$ cat src/rtl/mmf_pkg.sv
`default_nettype none

package mmf_pkg;

  // Field widths.
  localparam int SampleW  = 16;
  localparam int FadeW    = 10;
  localparam int GainFrac = 15;

  // Gain numerator is the ramp multiplier times the Q15 full scale.
  localparam int DivW    = FadeW + GainFrac;
  localparam int DivCntW = $clog2(DivW);

  // Action codes of an input item.
  localparam logic [1:0] ActProcess = 2'd0;
  localparam logic [1:0] ActFadeIn  = 2'd1;
  localparam logic [1:0] ActFadeOut = 2'd2;

  // Channel selection modes. Any other code averages.
  localparam logic [1:0] ModeLeft  = 2'd0;
  localparam logic [1:0] ModeRight = 2'd1;

  // Fade status codes of a result item.
  localparam logic [1:0] StatNone    = 2'd0;
  localparam logic [1:0] StatOutDone = 2'd1;
  localparam logic [1:0] StatInDone  = 2'd2;

  // Register indexes on the configuration port.
  localparam logic RegChannelMode = 1'b0;
  localparam logic RegFadeLength  = 1'b1;

  // Register reset values.
  localparam logic [1:0]       ChannelModeReset = 2'd2;
  localparam logic [FadeW-1:0] FadeLengthReset  = 10'd128;

  // Longest ramp a fade command may load.
  localparam int FadeMax = 1023;

  // Filter and gain constants.
  localparam logic signed [16:0]    DcAlpha = 17'sd32512;
  localparam logic [GainFrac-1:0]   GainMax = 15'd32767;
  localparam int                    LpShift = 3;

  // One input item.
  typedef struct packed {
    logic [1:0]                action;
    logic signed [SampleW-1:0] left_sample;
    logic signed [SampleW-1:0] right_sample;
    logic                      stereo;
    logic                      frame_end;
  } mmf_in_t;

  // One result item.
  typedef struct packed {
    logic signed [SampleW-1:0] sample_out;
    logic [1:0]                fade_status;
    logic                      frame_last;
  } mmf_out_t;

  // Commands from the controller to the datapath.
  typedef struct packed {
    logic load_sample;
    logic fade_in;
    logic fade_out;
    logic hp_step;
    logic lp_step;
    logic div_step;
    logic gain_step;
    logic finish;
  } mmf_cmd_t;

  // Status from the datapath to the controller.
  typedef struct packed {
    logic fade_active;
    logic len_zero;
    logic out_free;
  } mmf_stat_t;

endpackage

`default_nettype wire

$ cat src/rtl/mmf_div.sv
`default_nettype none

// Restoring divider, one quotient bit per step, used for the fade gain.
module mmf_div import mmf_pkg::*; (
  input  wire logic            clk_i,
  input  wire logic            load_i,
  input  wire logic            step_i,
  input  wire logic [DivW-1:0] dividend_i,
  input  wire logic [FadeW-1:0] divisor_i,
  output logic [DivW-1:0]      quotient_o
);

  logic [FadeW-1:0] rem_q, rem_d;
  logic [DivW-1:0]  quo_q, quo_d;
  logic [FadeW-1:0] den_q;
  logic [FadeW:0]   trial;
  logic             fits;

  // Shift in the next dividend bit and try to subtract the divisor.
  always_comb begin
    trial = {rem_q, quo_q[DivW-1]};
    fits  = trial >= {1'b0, den_q};
    rem_d = fits ? FadeW'(trial - {1'b0, den_q}) : trial[FadeW-1:0];
    quo_d = {quo_q[DivW-2:0], fits};
  end

  always_ff @(posedge clk_i) begin
    if (load_i) begin
      rem_q <= '0;
      quo_q <= dividend_i;
      den_q <= divisor_i;
    end else if (step_i) begin
      rem_q <= rem_d;
      quo_q <= quo_d;
    end
  end

  assign quotient_o = quo_q;

endmodule

`default_nettype wire

$ cat src/rtl/mmf_ctrl.sv
`default_nettype none

// Sequencer for one sample: filter steps, gain division and gain while a fade is active, result.
module mmf_ctrl import mmf_pkg::*; (
  input  wire logic       clk_i,
  input  wire logic       rst_ni,
  input  wire logic       in_valid_i,
  input  wire logic [1:0] action_i,
  input  wire mmf_stat_t  stat_i,
  output logic            in_ready_o,
  output mmf_cmd_t        cmd_o
);

  typedef enum logic [2:0] {
    S_IDLE,
    S_HP,
    S_LP,
    S_DIV,
    S_GAIN,
    S_DONE
  } state_e;

  state_e               state_q;
  logic [DivCntW-1:0]   cnt_q;

  // Command decode from the current state.
  always_comb begin
    cmd_o             = '0;
    in_ready_o        = state_q == S_IDLE;
    cmd_o.load_sample = (state_q == S_IDLE) && in_valid_i && (action_i == ActProcess);
    cmd_o.fade_in     = (state_q == S_IDLE) && in_valid_i && (action_i == ActFadeIn);
    cmd_o.fade_out    = (state_q == S_IDLE) && in_valid_i && (action_i == ActFadeOut);
    cmd_o.hp_step     = state_q == S_HP;
    cmd_o.lp_step     = state_q == S_LP;
    cmd_o.div_step    = state_q == S_DIV;
    cmd_o.gain_step   = state_q == S_GAIN;
    cmd_o.finish      = (state_q == S_DONE) && stat_i.out_free;
  end

  // State and step counter.
  always_ff @(posedge clk_i or negedge rst_ni) begin
    if (!rst_ni) begin
      state_q <= S_IDLE;
      cnt_q   <= '0;
    end else begin
      unique case (state_q)
        S_IDLE: begin
          if (in_valid_i && (action_i == ActProcess)) begin
            state_q <= S_HP;
          end
        end
        S_HP: begin
          state_q <= S_LP;
        end
        S_LP: begin
          cnt_q <= '0;
          priority if (stat_i.fade_active && !stat_i.len_zero) begin
            state_q <= S_DIV;
          end else if (stat_i.fade_active) begin
            state_q <= S_GAIN;
          end else begin
            state_q <= S_DONE;
          end
        end
        S_DIV: begin
          cnt_q <= cnt_q + 1'b1;
          if (cnt_q == DivCntW'(DivW - 1)) begin
            state_q <= S_GAIN;
          end
        end
        S_GAIN: begin
          state_q <= S_DONE;
        end
        S_DONE: begin
          if (stat_i.out_free) begin
            state_q <= S_IDLE;
          end
        end
        default: begin
          state_q <= S_IDLE;
        end
      endcase
    end
  end

endmodule

`default_nettype wire

$ cat src/rtl/mmf_dp.sv
`default_nettype none

// Sample datapath: channel mix, DC blocker, low-pass, fade gain and result register.
module mmf_dp import mmf_pkg::*; (
  input  wire logic             clk_i,
  input  wire logic             rst_ni,
  input  wire mmf_in_t          in_data_i,
  input  wire logic [1:0]       channel_mode_i,
  input  wire logic [FadeW-1:0] fade_length_i,
  input  wire mmf_cmd_t         cmd_i,
  output mmf_stat_t             stat_o,
  input  wire logic             out_ready_i,
  output logic                  out_valid_o,
  output mmf_out_t              out_data_o
);

  function automatic logic signed [SampleW-1:0] sat16(input logic signed [47:0] v);
    if (v > 48'sd32767) begin
      return 16'sh7fff;
    end else if (v < -48'sd32768) begin
      return 16'sh8000;
    end
    return v[SampleW-1:0];
  endfunction

  // Filter and fade state.
  logic signed [SampleW-1:0] dci_q, dci_d;
  logic signed [31:0]        dco_q, dco_d;
  logic signed [31:0]        lp_q, lp_d;
  logic                      fin_q, fin_d;
  logic                      fout_q, fout_d;
  logic [FadeW-1:0]          left_q, left_d;
  logic                      zuf_q, zuf_d;
  logic                      out_valid_q;

  // Per-sample working registers.
  logic signed [SampleW-1:0] x_q;
  logic signed [47:0]        prod_q;
  logic                      fe_q;
  logic signed [32:0]        prod2_q;
  mmf_out_t                  out_q, out_d;

  logic signed [SampleW-1:0] mixed;
  logic signed [SampleW:0]   pair_sum;
  logic signed [SampleW:0]   pair_avg;
  logic signed [47:0]        alpha_prod;
  logic signed [31:0]        hp_sum;
  logic signed [32:0]        lp_diff;
  logic signed [32:0]        lp_step;
  logic signed [SampleW-1:0] y_filt;
  logic                      fade_active;
  logic [FadeW-1:0]          ramp_pos;
  logic [FadeW-1:0]          ramp_mult;
  logic [DivW-1:0]           gain_num;
  logic [DivW-1:0]           quotient;
  logic [SampleW-1:0]        gain;
  logic signed [32:0]        gain_prod;
  logic [FadeW-1:0]          fade_len_cap;

  // Channel selection; the average truncates toward zero.
  always_comb begin
    pair_sum = (SampleW+1)'(in_data_i.left_sample) + (SampleW+1)'(in_data_i.right_sample);
    pair_avg = (pair_sum + (SampleW+1)'({1'b0, pair_sum[SampleW]})) >>> 1;
    priority if (!in_data_i.stereo || (channel_mode_i == ModeLeft)) begin
      mixed = in_data_i.left_sample;
    end else if (channel_mode_i == ModeRight) begin
      mixed = in_data_i.right_sample;
    end else begin
      mixed = pair_avg[SampleW-1:0];
    end
  end

  // DC blocker feedback product, then the two filter updates.
  assign alpha_prod = dco_q * DcAlpha;
  assign hp_sum     = 32'(x_q) - 32'(dci_q) + prod_q[46:15];
  assign lp_diff    = 33'(dco_q) - 33'(lp_q);
  assign lp_step    = lp_diff >>> LpShift;
  assign y_filt     = sat16(48'(lp_q));

  always_comb begin
    dci_d = dci_q;
    dco_d = dco_q;
    lp_d  = lp_q;
    if (cmd_i.hp_step) begin
      dci_d = x_q;
      dco_d = hp_sum;
    end
    if (cmd_i.lp_step) begin
      lp_d = lp_q + lp_step[31:0];
    end
  end

  // Ramp position and gain numerator; the position saturates to zero when the
  // remaining count exceeds the current length.
  assign fade_active = (fin_q || fout_q) && (left_q != '0);
  assign ramp_pos    = (left_q > fade_length_i) ? '0 : fade_length_i - left_q + 1'b1;
  assign ramp_mult   = fout_q ? fade_length_i - ramp_pos : ramp_pos;
  assign gain_num    = {ramp_mult, {GainFrac{1'b0}}} - DivW'(ramp_mult);

  mmf_div u_div (
    .clk_i      (clk_i),
    .load_i     (cmd_i.hp_step),
    .step_i     (cmd_i.div_step),
    .dividend_i (gain_num),
    .divisor_i  (fade_length_i),
    .quotient_o (quotient)
  );

  // A zero length gives a fixed gain without division.
  always_comb begin
    if (fade_length_i == '0) begin
      gain = fin_q ? '0 : SampleW'(GainMax);
    end else begin
      gain = quotient[SampleW-1:0];
    end
  end

  assign gain_prod    = 33'(y_filt) * 33'($signed({1'b0, gain}));
  assign fade_len_cap = (32'(fade_length_i) > FadeMax) ? FadeW'(FadeMax) : fade_length_i;

  // Fade bookkeeping and the result for the finished sample.
  always_comb begin
    fin_d  = fin_q;
    fout_d = fout_q;
    left_d = left_q;
    zuf_d  = zuf_q;
    out_d  = out_q;
    if (cmd_i.fade_in || cmd_i.fade_out) begin
      left_d = fade_len_cap;
      fin_d  = cmd_i.fade_in;
      fout_d = cmd_i.fade_out;
    end
    if (cmd_i.finish) begin
      out_d.fade_status = StatNone;
      out_d.frame_last  = fe_q;
      out_d.sample_out  = y_filt;
      if (fade_active) begin
        out_d.sample_out = sat16(48'(prod2_q >>> GainFrac));
        left_d           = left_q - 1'b1;
        if (left_q == FadeW'(1)) begin
          out_d.fade_status = fout_q ? StatOutDone : StatInDone;
          if (fout_q && !fe_q) begin
            zuf_d = 1'b1;
          end
          fin_d  = 1'b0;
          fout_d = 1'b0;
        end
      end
      if (zuf_q) begin
        out_d.sample_out = '0;
      end
      if (fe_q) begin
        zuf_d = 1'b0;
      end
    end
  end

  // State registers.
  always_ff @(posedge clk_i or negedge rst_ni) begin
    if (!rst_ni) begin
      dci_q       <= '0;
      dco_q       <= '0;
      lp_q        <= '0;
      fin_q       <= 1'b0;
      fout_q      <= 1'b0;
      left_q      <= '0;
      zuf_q       <= 1'b0;
      out_valid_q <= 1'b0;
    end else begin
      dci_q  <= dci_d;
      dco_q  <= dco_d;
      lp_q   <= lp_d;
      fin_q  <= fin_d;
      fout_q <= fout_d;
      left_q <= left_d;
      zuf_q  <= zuf_d;
      if (cmd_i.finish) begin
        out_valid_q <= 1'b1;
      end else if (out_ready_i) begin
        out_valid_q <= 1'b0;
      end
    end
  end

  // Working registers.
  always_ff @(posedge clk_i) begin
    if (cmd_i.load_sample) begin
      x_q    <= mixed;
      fe_q   <= in_data_i.frame_end;
      prod_q <= alpha_prod;
    end
    if (cmd_i.gain_step) begin
      prod2_q <= gain_prod;
    end
    out_q <= out_d;
  end

  assign stat_o.fade_active = fade_active;
  assign stat_o.len_zero    = fade_length_i == '0;
  assign stat_o.out_free    = !out_valid_q || out_ready_i;
  assign out_valid_o        = out_valid_q;
  assign out_data_o         = out_q;

`ifndef ASSERT_OFF
  // Only one fade direction is ever active.
  a_one_direction: assert property (@(posedge clk_i) disable iff (!rst_ni)
    !(fin_q && fout_q))
    else $error("both fade directions active");

  // A result appears only after the controller finishes a sample.
  a_result_source: assert property (@(posedge clk_i) disable iff (!rst_ni)
    $rose(out_valid_q) |-> $past(cmd_i.finish))
    else $error("result without a finished sample");

  // A finished sample never overwrites a result that was not taken.
  a_no_overwrite: assert property (@(posedge clk_i) disable iff (!rst_ni)
    cmd_i.finish |-> (!out_valid_q || out_ready_i))
    else $error("result register overwritten");
`endif

endmodule

`default_nettype wire

$ cat src/rtl/mic_mix_filter_fade_core.sv
`default_nettype none

// Microphone front end: each process transfer yields one mono sample after
// channel selection, a DC blocker and a one-pole low-pass, with an optional
// linear fade; fade commands yield no result. While a fade ramps, the gain
// comes from the 25-step serial divider; a fade whose length is now zero
// skips the division. One sample is worked on at a time, and a result
// register lets the next input transfer be taken while the previous result
// still waits. Registers: channel mode at byte address 0, fade length at
// byte address 4; configure only while the block is idle.
module mic_mix_filter_fade_core import mmf_pkg::*; (
  input  wire logic        clk_i,
  input  wire logic        rst_ni,
  input  wire logic        in_valid_i,
  output logic             in_ready_o,
  input  wire mmf_in_t     in_data_i,
  output logic             out_valid_o,
  input  wire logic        out_ready_i,
  output mmf_out_t         out_data_o,
  input  wire logic        psel,
  input  wire logic        penable,
  input  wire logic        pwrite,
  input  wire logic [2:0]  paddr,
  input  wire logic [31:0] pwdata,
  output logic [31:0]      prdata,
  output logic             pready
);

  logic [1:0]       channel_mode_q;
  logic [FadeW-1:0] fade_length_q;
  mmf_cmd_t         cmd;
  mmf_stat_t        stat;

  // Configuration registers.
  always_ff @(posedge clk_i or negedge rst_ni) begin
    if (!rst_ni) begin
      channel_mode_q <= ChannelModeReset;
      fade_length_q  <= FadeLengthReset;
    end else if (psel && penable && pwrite) begin
      unique case (paddr[2])
        RegChannelMode: channel_mode_q <= pwdata[1:0];
        RegFadeLength:  fade_length_q  <= pwdata[FadeW-1:0];
        default:        channel_mode_q <= channel_mode_q;
      endcase
    end
  end

  // Register readback.
  always_comb begin
    unique case (paddr[2])
      RegChannelMode: prdata = 32'(channel_mode_q);
      RegFadeLength:  prdata = 32'(fade_length_q);
      default:        prdata = '0;
    endcase
  end

  assign pready = 1'b1;

  mmf_ctrl u_ctrl (
    .clk_i      (clk_i),
    .rst_ni     (rst_ni),
    .in_valid_i (in_valid_i),
    .action_i   (in_data_i.action),
    .stat_i     (stat),
    .in_ready_o (in_ready_o),
    .cmd_o      (cmd)
  );

  mmf_dp u_dp (
    .clk_i          (clk_i),
    .rst_ni         (rst_ni),
    .in_data_i      (in_data_i),
    .channel_mode_i (channel_mode_q),
    .fade_length_i  (fade_length_q),
    .cmd_i          (cmd),
    .stat_o         (stat),
    .out_ready_i    (out_ready_i),
    .out_valid_o    (out_valid_o),
    .out_data_o     (out_data_o)
  );

endmodule

`default_nettype wire

$ cat config.mk
export PLATFORM = sky130hd
export DESIGN_NAME = mic_mix_filter_fade_core
export DESIGN_NICKNAME = d
export VERILOG_FILES = /design/src/rtl/mmf_pkg.sv /design/src/rtl/mmf_div.sv /design/src/rtl/mmf_ctrl.sv /design/src/rtl/mmf_dp.sv /design/src/rtl/mic_mix_filter_fade_core.sv
export SDC_FILE = /design/constraint.sdc
export NUM_CORES = 2
export LEC_CHECK = 0
export BUFFER_PORTS_ARGS = -buffer_cell sky130_fd_sc_hd__buf_2
export CORE_MARGIN = 1
export CORE_UTILIZATION = 55
export CTS_BUF_LIST = sky130_fd_sc_hd__clkbuf_4 sky130_fd_sc_hd__clkbuf_8
export DETAILED_ROUTE_END_ITERATION = 8
export PLACE_DENSITY_LB_ADDON = 0.15
export SLEW_MARGIN = 25
export SYNTH_ARGS = -nofsm -noshare
export SYNTH_HDL_FRONTEND = slang
export SYNTH_SLANG_ARGS = --single-unit
$ cat constraint.sdc
create_clock -name clk_i -period 13.3 [get_ports clk_i]
set_input_delay 2.66 -clock clk_i [delete_from_list [all_inputs] [get_ports clk_i]]
set_output_delay 2.66 -clock clk_i [all_outputs]
set_load 0.005 [all_outputs]
==> run metrics <==
chip width 243 um; initial antenna violation count 1; GRT Total Usage around a quarter; commonest non-fill, non-tap cells in the layout inv_1 (576), ha_1 (376), fa_1 (351), nand2_1 (347), nor2_1 (317); Netlist cell types slightly below 90; reg2reg start fade_length_q[0]; Vias/cell 5.59; Max Slew Vio Count 0; Critical Path Sink u_dp.prod2_q[32]; area of the multi-input gates approximately 23000 um2; remaining antenna violation count 0; Synth Area in Simple Gates ~14%; DIE HEIGHT between 200 and 250 um; setup TNS 0 ps; min-delay worst type register to register; Post-CTS Setup Inserts 0; min cycle time layout between 8000 and 9000 ps; TritonCTS Buffers between 40 and 50; R2R cell count 27; Slew @ Worst Pin between 1000 and 1500 ps; setup violators final 0; Syn. warnings 0; Clock Skews 47.4 ps; adder and majority gate portion of the synthesized area a little under two fifths; Pre-antenna DRT Iters 5; layout cells sized above 1 under 10%; initial DRC count 1367; # H-tree levels 2; CTS resizes 0; die area 58900 um2; TritonCTS Sinks about 250; aggregate global routing overflow 0; Post-synth EDFFs roughly 120; Layout Area Growth over Synthesis 7.39%; Max-Cap Viols 0; RSZ-0062 raised after global routing no; Hold-fix buffers, CTS 0; input/output buffers 84; Worst-path clk slew approximately 60 ps; row count between 80 and 90; R2R Path End u_dp.prod2_q[32]; status finished clean; Critical Path Fanout Max 34; post-DP HPWL 59900 um; critical path required time 13680 ps; I/O Pins about 130; Worst-Skew Late Latency 650 ps; post-synthesis compound-gate area fraction approximately 14%; final hold violations 0; Core Area between 50000 and 60000 um2; final wirelength 75500 um; Post-Synth XOR/XNOR Area 4.73%; main combinational cell family by area after synthesis adder cells; area occupied by registers 6690 um2; fmax roughly 110 MHz; CTS tree done; Worst Path Arrival 9340 ps; crit start category register; Final Net Count around 4400; Seq cells post-synth 245; async set-reset flop share out of synthesis a little under half; Remaining DRCs 0; Cells after Synth around 3500; reg-to-reg setup timing slack 4340 ps; ys flop type edfxtp_1; DR WL/cell 17.0 um; syn_area_per_cell between 8 and 9 um2; Relative slew margins 27.2%; GP Congestion between 0.9 and 1; Clock Tree Buf Depth 3; commonest non-fill, non-tap cell in the layout inv_1; starting density of the core a little under three fifths; Fill cells 4944; first-pass GRT wire length approximately 130000 um; mux cell area share after synthesis under 10%; crit path from fade_length_q[0]; largest net degree at the start of global routing 99; Final period util between 60% and 70%; vias in the first global route roughly 26000; crit end category register; sequential fraction of the synthesis area between 20% and 30%; Crit Path Class register to register; total number of vias about 25000; cell area after synthesis around 32000 um2; Root Buffer clkbuf_8
==> cell type report <==
class | count | share of cell area (%)
inverter | 579 | 6.35
clock buffer | 67 | 2.42
sequential | 245 | 19.5
clock inverter | 20 | 0.654
multi-input combinational | 2640 | 66.2
antenna | 1 | 0.00731
timing repair buffer | 121 | 2.05
tap | 756 | 2.76
==> synth_stat cells, types with 13 or more instances <==
library cell  number  area (um2)
or3_1             14        87.6
o211ai_1          13        97.6
edfxtp_1         121        3630
nor2b_1           36         225
dfrtp_1          112        2800
xnor2_1          115        1010
nand3_1           45         225
nor2_1           317        1190
o21a_1            51         383
a21o_1            70         526
xor2_1            57         499
a31oi_1           15        93.8
and3_1            22         138
a211oi_1          26         195
a21oi_1          190         951
nand4_1           26         163
buf_4             23         173
nor3_1            60         300
mux2_2            18         203
and2_1            25         156
o21ai_1           21         105
o21ai_0          182         911
ha_1             376        4700
o31ai_1           16         120
clkbuf_1          65         244
o21bai_1          24         180
nand2b_1          29         181
nand2_1          347        1300
inv_1            577        2170
fa_1             351        7030
==> per-layer routing <==
metal	part of all wire, %	global-route usage [%]	routed length [um]	vias up
met5	0	0	0	-
met4	2.9	8.27	2210	0
met3	4.1	2.94	3100	124
met2	51	47.6	38100	521
met1	42	33.1	32000	12200
li1	-	-	-	12000
==> logic make-up (layout without fill, tap and decap cells) <==
| kind of cell | after synthesis | count (layout) |
|---|---|---|
| and+or+nand+nor | 972 | 972 |
| adders and majority gates | 727 | 727 |
| AOI/OAI and AO/OA | 715 | 715 |
| buffers and inverters | 682 | 787 |
| DFF | 245 | 245 |
| xor gates and xnor gates | 172 | 172 |
| muxes | 31 | 31 |
| other | 2 | 24 |
==> metrics by stage <==
step	hold slack (ps)	area (um2)	util [%]	instances	setup WS, ps
floorplan	415	32000	-	3567	5710
global placement	431	33200	58.4	4341	4520
detailed placement	434	33200	58.4	4341	4430
global route	474	34200	60.3	4429	3840
CTS	445	34200	60.2	4428	4390
finish	447	34200	60.3	4429	4340
==> flip-flops by register name (all words and copies together) (netlist names) <==
signal,count
u_ctrl.cnt_q,5
u_dp.out_data_o,19
u_dp.lp_q,32
u_ctrl.state_q,3
u_dp.zuf_q,1
fade_length_q,10
u_dp.left_q,10
u_dp.u_div.quotient_o,25
u_dp.prod_q,32
channel_mode_q,2
u_dp.u_div.rem_q,10
u_dp.fin_q,1
u_dp.prod2_q,18
u_dp.fe_q,1
u_dp.fout_q,1
u_dp.x_q,16
u_dp.u_div.den_q,10
u_dp.dco_q,32
u_dp.dci_q,16
u_dp.out_valid_o,1
==> worst min path at each step <==
stage	startpoint	to	slack [ps]	cells past startpoint
2_1_floorplan	u_dp.fe_q	u_dp.zuf_q	420	1
3_3_place_gp	u_dp.fe_q	u_dp.zuf_q	430	1
3_5_place_dp	u_dp.fe_q	u_dp.zuf_q	430	1
4_1_cts	u_dp.fe_q	u_dp.zuf_q	440	1
5_1_grt	u_dp.fe_q	u_dp.out_data_o[0]	470	0
6_report	u_dp.fe_q	u_dp.zuf_q	450	1
==> critical path, stage by stage, from the launching register on <==
cell,delay [ps]
dfrtp_1,540
nor4_1,410
nand3_1,120
buf_4,250
a21oi_1,900
nor2_1,160
fa_1,540
inv_1,50
fa_1,500
fa_1,510
inv_1,50
fa_1,460
fa_1,560
inv_1,60
fa_1,520
inv_1,40
ha_1,290
a211oi_1,240
nand2_1,140
nor4_1,330
o31a_1,340
o21ai_1,170
a41oi_1,480
o22ai_1,280
o211ai_1,270
nand3b_1,150
a21oi_1,200
xnor2_1,100
Power is not shown: default switching activity piles up to over one toggle a cycle in this logic, so the estimate is an artifact.
